File: config.mk
export PLATFORM = sky130hd
export DESIGN_NAME = mid_sqrt
export DESIGN_NICKNAME = d
export VERILOG_FILES = /design/src/rtl/core/mid_pkg.sv /design/src/rtl/core/mid_sqrt.sv
export SDC_FILE = /design/constraint.sdc
export NUM_CORES = 2
export LEC_CHECK = 0
export BUFFER_PORTS_ARGS = -buffer_cell sky130_fd_sc_hd__buf_2
export CORE_ASPECT_RATIO = 1.4
export CORE_UTILIZATION = 41
export CTS_CLUSTER_DIAMETER = 60
export CTS_CLUSTER_SIZE = 12
export DETAILED_ROUTE_END_ITERATION = 12
export GPL_TIMING_DRIVEN = 1
export HOLD_SLACK_MARGIN = 0.15
export REMOVE_ABC_BUFFERS = 1
export SYNTH_ARGS = -nofsm -noshare
export SYNTH_HDL_FRONTEND = slang
export SYNTH_SLANG_ARGS = --single-unit
File: constraint.sdc
create_clock -name clk -period 3.35 [get_ports clk]
set_input_delay 0.67 -clock clk [delete_from_list [all_inputs] [get_ports clk]]
set_output_delay 0.67 -clock clk [all_outputs]
set_load 0.05 [all_outputs]
File: src/rtl/core/mid_pkg.sv
`default_nettype none

package mid_pkg;

    // Field and lattice geometry
    localparam int AXES       = 3;
    localparam int COORD_BITS = 21;
    localparam int LAT_BITS   = 21;
    localparam int CFG_BITS   = AXES * LAT_BITS;
    localparam int DIFF_BITS  = COORD_BITS + 1;

    // Internal arithmetic widths
    localparam int PROD_BITS  = 2 * LAT_BITS;
    localparam int COF_BITS   = PROD_BITS + 1;
    localparam int NPROD_BITS = COF_BITS + DIFF_BITS;
    localparam int DPROD_BITS = COF_BITS + LAT_BITS;
    localparam int NUM_BITS   = NPROD_BITS + 1;
    localparam int DEN_BITS   = NUM_BITS - 1;
    localparam int QUO_BITS   = 64;
    localparam int HALF_BITS  = QUO_BITS / 2;
    localparam int PART_BITS  = HALF_BITS + 1 + LAT_BITS;
    localparam int SUM_BITS   = 2 * HALF_BITS + 2;
    localparam int ROOT_BITS  = COORD_BITS;
    localparam int RAD_BITS   = 2 * ROOT_BITS;

    localparam logic [1:0] DIMS_FULL = 2'd3;

    // Register indexes
    typedef enum logic [1:0] {
        REG_VEC_A = 2'd0,
        REG_VEC_B = 2'd1,
        REG_VEC_C = 2'd2,
        REG_DIMS  = 2'd3
    } reg_index_t;

    typedef struct packed {
        logic [CFG_BITS-1:0] vec_a;
        logic [CFG_BITS-1:0] vec_b;
        logic [CFG_BITS-1:0] vec_c;
        logic [1:0]          dims;
    } lattice_cfg_t;

    // One lane of the rounding divider: scaled numerator, doubled divisor, sign
    typedef struct packed {
        logic [NUM_BITS-1:0] num;
        logic [DEN_BITS-1:0] den;
        logic                qneg;
    } div_lane_t;

    typedef struct packed {
        logic [AXES-1:0][DIFF_BITS-1:0] diff;
        logic                           singular;
        logic                           last;
    } mid_side_t;

    typedef struct packed {
        logic [AXES-1:0][COORD_BITS-1:0] disp;
        logic                            singular;
        logic                            last;
        logic                            sat;
    } root_side_t;

    typedef struct packed {
        logic [COORD_BITS-1:0]           length;
        logic [AXES-1:0][COORD_BITS-1:0] disp;
        logic                            singular;
        logic                            last;
    } out_item_t;

    // Pick one signed lattice component: vector k, axis i
    function automatic logic signed [LAT_BITS-1:0] lat_elem(lattice_cfg_t c, int k, int i);
        logic [CFG_BITS-1:0] v;
        case (k)
            0:       v = c.vec_a;
            1:       v = c.vec_b;
            default: v = c.vec_c;
        endcase
        return v[LAT_BITS*i +: LAT_BITS];
    endfunction

endpackage

`default_nettype wire

File: src/rtl/core/mid_sqrt.sv
`default_nettype none

module mid_sqrt (
    input  logic                          clk,
    input  logic                          rst_n,
    input  logic                          en,
    input  logic                          in_valid,
    input  logic [mid_pkg::RAD_BITS-1:0]  in_rad,
    input  mid_pkg::root_side_t           in_side,
    output logic                          out_valid,
    output mid_pkg::out_item_t            out_item
);
    import mid_pkg::*;

    localparam int STEPS   = ROOT_BITS;
    localparam int TRY_BITS = RAD_BITS + 2;

    logic                 v_prev    [STEPS];
    root_side_t           side_prev [STEPS];
    logic [RAD_BITS-1:0]  rem_prev  [STEPS];
    logic [ROOT_BITS-1:0] root_prev [STEPS];

    logic                 v_reg    [STEPS];
    root_side_t           side_reg [STEPS];
    logic [RAD_BITS-1:0]  rem_reg  [STEPS];
    logic [ROOT_BITS-1:0] root_reg [STEPS];

    logic                 out_valid_reg;
    out_item_t            out_item_reg;
    out_item_t            out_item_next;

    // One root bit per stage, most significant first
    for (genvar j = 0; j < STEPS; j++)
    begin : g_step
        logic [TRY_BITS-1:0] trial;
        logic [TRY_BITS-1:0] rem_ext;
        logic [TRY_BITS-1:0] sub;
        logic                ge;

        if (j == 0)
        begin : g_head
            assign v_prev[j]    = in_valid;
            assign side_prev[j] = in_side;
            assign rem_prev[j]  = in_rad;
            assign root_prev[j] = '0;
        end
        else
        begin : g_link
            assign v_prev[j]    = v_reg[j-1];
            assign side_prev[j] = side_reg[j-1];
            assign rem_prev[j]  = rem_reg[j-1];
            assign root_prev[j] = root_reg[j-1];
        end

        // (r + 2^b)^2 - r^2 = r * 2^(b+1) + 2^(2b)
        assign trial   = (TRY_BITS'(root_prev[j]) << (STEPS - j))
                       + (TRY_BITS'(1) << (2 * (STEPS - 1 - j)));
        assign rem_ext = TRY_BITS'(rem_prev[j]);
        assign ge      = (rem_ext >= trial);
        assign sub     = rem_ext - trial;

        always_ff @(posedge clk or negedge rst_n)
        begin
            if (!rst_n)
            begin
                v_reg[j] <= 1'b0;
            end
            else if (en)
            begin
                v_reg[j] <= v_prev[j];
            end
        end

        always_ff @(posedge clk)
        begin
            if (en)
            begin
                side_reg[j] <= side_prev[j];
                rem_reg[j]  <= ge ? sub[RAD_BITS-1:0] : rem_prev[j];
                root_reg[j] <= ge ? (root_prev[j] | (ROOT_BITS'(1) << (STEPS - 1 - j)))
                                  : root_prev[j];
            end
        end
    end

    // Round half up and clamp to the field maximum
    always_comb
    begin
        logic [ROOT_BITS:0] rounded;
        rounded = {1'b0, root_reg[STEPS-1]}
                + (ROOT_BITS+1)'(rem_reg[STEPS-1] > RAD_BITS'(root_reg[STEPS-1]));
        if (side_reg[STEPS-1].sat || rounded[ROOT_BITS])
        begin
            out_item_next.length = '1;
        end
        else
        begin
            out_item_next.length = rounded[ROOT_BITS-1:0];
        end
        out_item_next.disp     = side_reg[STEPS-1].disp;
        out_item_next.singular = side_reg[STEPS-1].singular;
        out_item_next.last     = side_reg[STEPS-1].last;
    end

    always_ff @(posedge clk or negedge rst_n)
    begin
        if (!rst_n)
        begin
            out_valid_reg <= 1'b0;
        end
        else if (en)
        begin
            out_valid_reg <= v_reg[STEPS-1];
        end
    end

    always_ff @(posedge clk)
    begin
        if (en)
        begin
            out_item_reg <= out_item_next;
        end
    end

    assign out_valid = out_valid_reg;
    assign out_item  = out_item_reg;

endmodule

`default_nettype wire

== Yosys cells after proc, flatten, opt, wreduce, memory -nomap -nowiden ==
Memory sizes are Yosys's and may differ from the RTL's.
Index checks and enable logic that the tools add are counted.

* $lt $le $gt $ge: 22
* Add/sub/neg operators: 42
* Reductions and logical operators: 1
* Multiplexer cells: 44

{| class="wikitable"
|+ Operators with widths
! operator !! number
|-
| $mux W42 || 21
|-
| $add A41 B39 Y42 const B || 1
|-
| $ge A42 B23 Y1 || 1
|-
| $ge A42 B24 Y1 || 1
|-
| $ge A42 B25 Y1 || 1
|-
| $ge A42 B26 Y1 || 1
|-
| $ge A42 B27 Y1 || 1
|-
| $ge A42 B28 Y1 || 1
|-
| $ge A42 B29 Y1 || 1
|-
| $ge A42 B30 Y1 || 1
|-
| $ge A42 B31 Y1 || 1
|-
| $ge A42 B32 Y1 || 1
|-
| $ge A42 B33 Y1 || 1
|-
| $ge A42 B34 Y1 || 1
|-
| $ge A42 B35 Y1 || 1
|-
| $ge A42 B36 Y1 || 1
|-
| $ge A42 B37 Y1 || 1
|-
| $ge A42 B38 Y1 || 1
|-
| $ge A42 B39 Y1 || 1
|-
| $ge A42 B40 Y1 || 1
|-
| $ge A42 B41 Y1 || 1
|-
| $ge A42 B41 Y1 const B || 1
|-
| $ge A42 B42 Y1 || 1
|-
| $gt A42 B21 Y1 || 1
|-
| 63 further kinds || 65
|}

* Flip-flop bits (word level): 108
* Memories kept: 3
* RAM bits: 2,709
* Bits of input ports: 112
* Output and inout port bits: 87

{| class="wikitable"
|+ Memory list
! memory !! depth !! width !! read ports !! clocked after Yosys merged registers in !! wr ports !! RTL line !! text
|-
| side_reg || 21 || 66 || 21 || 0 || 21 || mid_sqrt.sv:24 || <nowiki>root_side_t side_reg [STEPS];</nowiki>
|-
| rem_reg || 21 || 42 || 21 || 0 || 21 || mid_sqrt.sv:25 || <nowiki>logic [RAD_BITS-1:0] rem_reg [STEPS];</nowiki>
|-
| root_reg || 21 || 21 || 21 || 0 || 21 || mid_sqrt.sv:26 || <nowiki>logic [ROOT_BITS-1:0] root_reg [STEPS];</nowiki>
|}

== Depth between registers and ports, before layout ==
An unclocked memory read counts as a cell.

* Depth in word-level cells: 4
* Mapped depth: 17
* Depth with buffers taken out: 16

== Worst setup path after synthesis ==
Ideal clock, no wire load.

* Path type: reg2reg
* Start: memory root_reg[2][85] in the netlist's numbering
* End: register out_item_reg, in the netlist out_item[72] (data pin)
* Required time: 3,082 ps
* Arrival time: 3,225 ps
* Cell stages (with the launch flop): 17
* Library setup time: 268 ps
* Setup slack: -143 ps
* Path buffers: 2
* Period minus slack after synthesis: 3,493 ps
* Cells stage by stage: edfxtp_1 -> inv_1 -> ha_1 -> nor2b_1 -> o21a_1 -> o21a_1 -> o21a_1 -> o21a_1 -> o211ai_1 -> a21oi_1 -> a211o_1 -> ha_1 -> and4_1 -> a31oi_1 -> clkbuf_1 -> clkbuf_1 -> nand2_1

{| class="wikitable"
|+ RTL lines
! what !! RTL line !! text
|-
| from (decl) || mid_sqrt.sv:26 ||
|-
| to (signal assigned) || mid_sqrt.sv:121 || <nowiki>out_item_reg <= out_item_next;</nowiki>
|-
| to (decl) || mid_sqrt.sv:29 || <nowiki>out_item_t out_item_reg;</nowiki>
|}

==> results_dict.tcl <==
set metrics [dict create \
    syn_area_per_cell_um2 17.0 \
    critical_path.max_stage_delay_ps 420 \
    grt_use_total_pct 14.0 \
    grt_overflow_total 0 \
    port-buffer-count 198 \
    layout.filler_cells 20300 \
    failed_checks "setup timing" \
    crit_path_top_delay_cell "sky130_fd_sc_hd__edfxtp_1" \
    effective_utilization_at_floorplan_pct 41.3 \
    synthFlopType "sky130_fd_sc_hd__edfxtp_1" \
    grt.busiest_layer "met2" \
    timing.setup.critical_path_class "reg -> reg" \
    worstHoldPathCells 1 \
    r2r-end "out_item[73]" \
    drv.max_cap_violation_count 0 \
    synth_top_cells_by_area "sky130_fd_sc_hd__edfxtp_1 78%, sky130_fd_sc_hd__ha_1 3.4%, sky130_fd_sc_hd__xnor2_1 1.9%, sky130_fd_sc_hd__xor2_1 1.7%, sky130_fd_sc_hd__inv_1 1.2%" \
    final_cell_area_um2 116000 \
    grt_util_met2_pct 28.3 \
    clkTransAtPathRegs_ps 60 \
    design.portCount 199 \
    worstPathBufferInverterCount 2 \
    fin_crit_sh_pct 101 \
    critical_path.top_delay_family "compound AO/OA/AOI/OAI gates" \
    max_ffs_per_register 1386 \
    die_h_um 584 \
    drcViolationCount 0 \
    synthesis.instances 5835 \
    dpl.hpwl_mm 119 \
    final-seq-area_um2 78200 \
    min_from "en" \
    synthesis.area_um2 99200 \
    clock_tree.buffer_depth 4 \
    numClockSinks 2607 \
    postPlaceCellArea_um2 107000 \
    final.min_clock_period_ps 3400 \
    dp_worst_setup_slack_ps -217 \
    fin_util_pct 48.2 \
    worst_slew_margin_rel_pct 37.7 \
    multi_input_combinational_cell_area_um2 19900 \
    antenna_violating_nets_post_route 0 \
    later_pin_clock_latency_in_the_skew_report_ps 830 \
    die_w_um 418 \
    grt_max_degree 144 \
    routed_via_density 4.92 \
    synth_edf_count 2585 \
    number_of_setup_violations_in_the_final_report 18 \
    timing.critical_path.arrival_ps 3990 \
    cts_buffers 267 \
    power_per_cell_area_nw_per_um2 657 \
    setup.reg_to_reg.worst_slack_ps -50 \
    power.ir.vdd_worst_mv 0.470 \
    dr_total_vias 49000 \
    mostFrequentLayoutCell "sky130_fd_sc_hd__edfxtp_1" \
    cell_with_the_most_instances_on_the_worst_path "sky130_fd_sc_hd__o21a_1" \
    setup_tns_final_ps -512 \
    worstHoldPathType "in -> reg" \
    fin_total_pwr_w 0.0761 \
    rows 213 \
    area_growth_syn_to_layout_pct 16.7 \
    gp_congestion 0.911 \
    synth.distinct_cells 91 \
    synth-seq-cells 2607 \
    synth_top_cell_area_share_pct 78.3 \
    postSynth.asyncResetShare_pct 0.844 \
    unrepaired_setup_endpoints_after_global_routing "true" \
    crit-reg2reg-launch "root_reg[2][85]" \
    placeableCoreArea_um2 240000 \
    design.final.nets 7069 \
    power.leakage_nw 41.8 \
    die_ar_um2 244000 \
    synthesis.yosys.warnings 0 \
    most_frequent_cells_in_the_layout "2585 x sky130_fd_sc_hd__edfxtp_1, 320 x sky130_fd_sc_hd__inv_1, 301 x sky130_fd_sc_hd__buf_4" \
    setup_ws_ps -47.2 \
    timing.final.hold_violations 0 \
    drtIter0Drc 2425 \
    drive_above_1_share_pct 14.9 \
    whs_endpoint "side_reg[0][2]" \
    grt_first_pass_wirelength_mm 267 \
    cp_cell_sequence "inv_2 -> ha_4 -> nor2b_4 -> o21a_1 -> o21a_1 -> o21a_1 -> o21a_1 -> o211ai_1 -> a21oi_1 -> a211o_1 -> ha_4 -> and4_4 -> a31oi_4 -> buf_4 -> nand2_1" \
    grt_antenna_before_repair 1 \
    groute.layer.met3.usage_pct 2.35 \
    avgRoutedWirePerCell_um 17.3 \
    status "finished with violations" \
    cp_endpoint_kind "flip-flop" \
    wirelength_routed_mm 173 \
    drt_pass1_iterations 5 \
    sequential_fraction_of_the_synthesis_area_pct 78.8 \
    slew_worst_pin_ps 926 \
    cp_max_fo 5 \
    grt_pass1_vias 51500 \
    cts_tree "done" \
    synth_largest_area_cell "sky130_fd_sc_hd__edfxtp_1" \
    cts_max_level 5 \
    skew_final_ps 45.7 \
    timing.critical_path.from_type "flip-flop" \
    worst_ep_required_time_ps 3950 \
    reg2reg_depth 15 \
    number_of_max_slew_violations_in_the_final_report 0 \
    grt.met1_usage_pct 12.3 \
    achievable-frequency_ghz 0.294 \
    root_buffer "sky130_fd_sc_hd__clkbuf_16" \
]
## Yosys cell counts (all sizes together), types with 14 or more instances
library cell	n
and2	17
o21ai	204
a21oi	240
nor4	141
a211oi	29
nand4b	18
nor2b	46
or4	30
o31ai	31
a31oi	20
o21a	61
mux2	64
or3	49
xnor2	211
nand3b	14
nand3	75
nor2	286
xor2	187
a21o	67
nand2b	58
and3	19
dfrtp	22
nor3	129
o211ai	24
or2	20
clkbuf	44
nand4	60
nand2	279
buf	22
nor4b	22
inv	323
ha	273
edfxtp	2585
## repair_timing
item	4_1_cts	5_1_grt
hold buffers	111	0
buffers inserted	0	12
pin swaps	7	16
endpoints found under the setup margin	46	91
gates resized for setup	23	64
endpoints found under the hold margin	132	0
gates cloned	2	1
## how the worst max path moves through the flow
stage / startpoint / endpoint / slack, ps / depth (start not counted)
floorplan: rem_reg[18][30] / rem_reg[19][35] / -570 / 8
global placement: root_reg[2][47] / rem_reg[19][33] / -190 / 10
detailed placement: rem_reg[18][7] / rem_reg[19][32] / -220 / 11
CTS: rem_reg[18][7] / rem_reg[19][37] / -4 / 12
global route: root_reg[2][85] / out_item[69] / -70 / 15
finish: root_reg[2][85] / out_item[73] / -50 / 15
## where the power goes
part           switching [W]  internal, W
sequential           0.00155       0.0395
combinational        0.00499      0.00372
clock                 0.0113       0.0151
## area by class of cell
class                           instances  share of cell area (%)
Sequential cell                      2607                    67.5
Multi-Input combinational cell       2838                    17.2
Clock buffer                          297                    6.07
Timing Repair Buffer                  646                    4.37
Tap cell                             3225                    3.49
Inverter                              324                    1.05
Clock inverter                         34                   0.335
Antenna cell                            1                 0.00216
## routing by layer
layer / share of wire, % / up-vias
met3: 3.1 / 524
li1: - / 24000
met2: 58 / 849
met5: 0 / -
met4: 6.4 / 0
met1: 33 / 23700
## per-stage QoR
step,hold slack [ps],std cells
after floorplan,374,5769
after global placement,400,9514
after detailed placement,405,9514
after CTS,232,9958
after global routing,252,9972
final,277,9972
## cell families (layout without fill, tap and decap cells)
group                      Yosys count  count (layout)  synth area share [%]
adders and majority gates          273             273                  3.44
other                                0               1                     0
DFF                               2607            2607                  78.8
muxes                               74              74                 0.827
AOI/OAI and AO/OA                  793             793                  5.04
and+or+nand+nor                   1300            1300                  6.83
xor gates and xnor gates           398             398                  3.51
buffers and inverters              390            1301                  1.53
(Power assumes the default switching activity.)
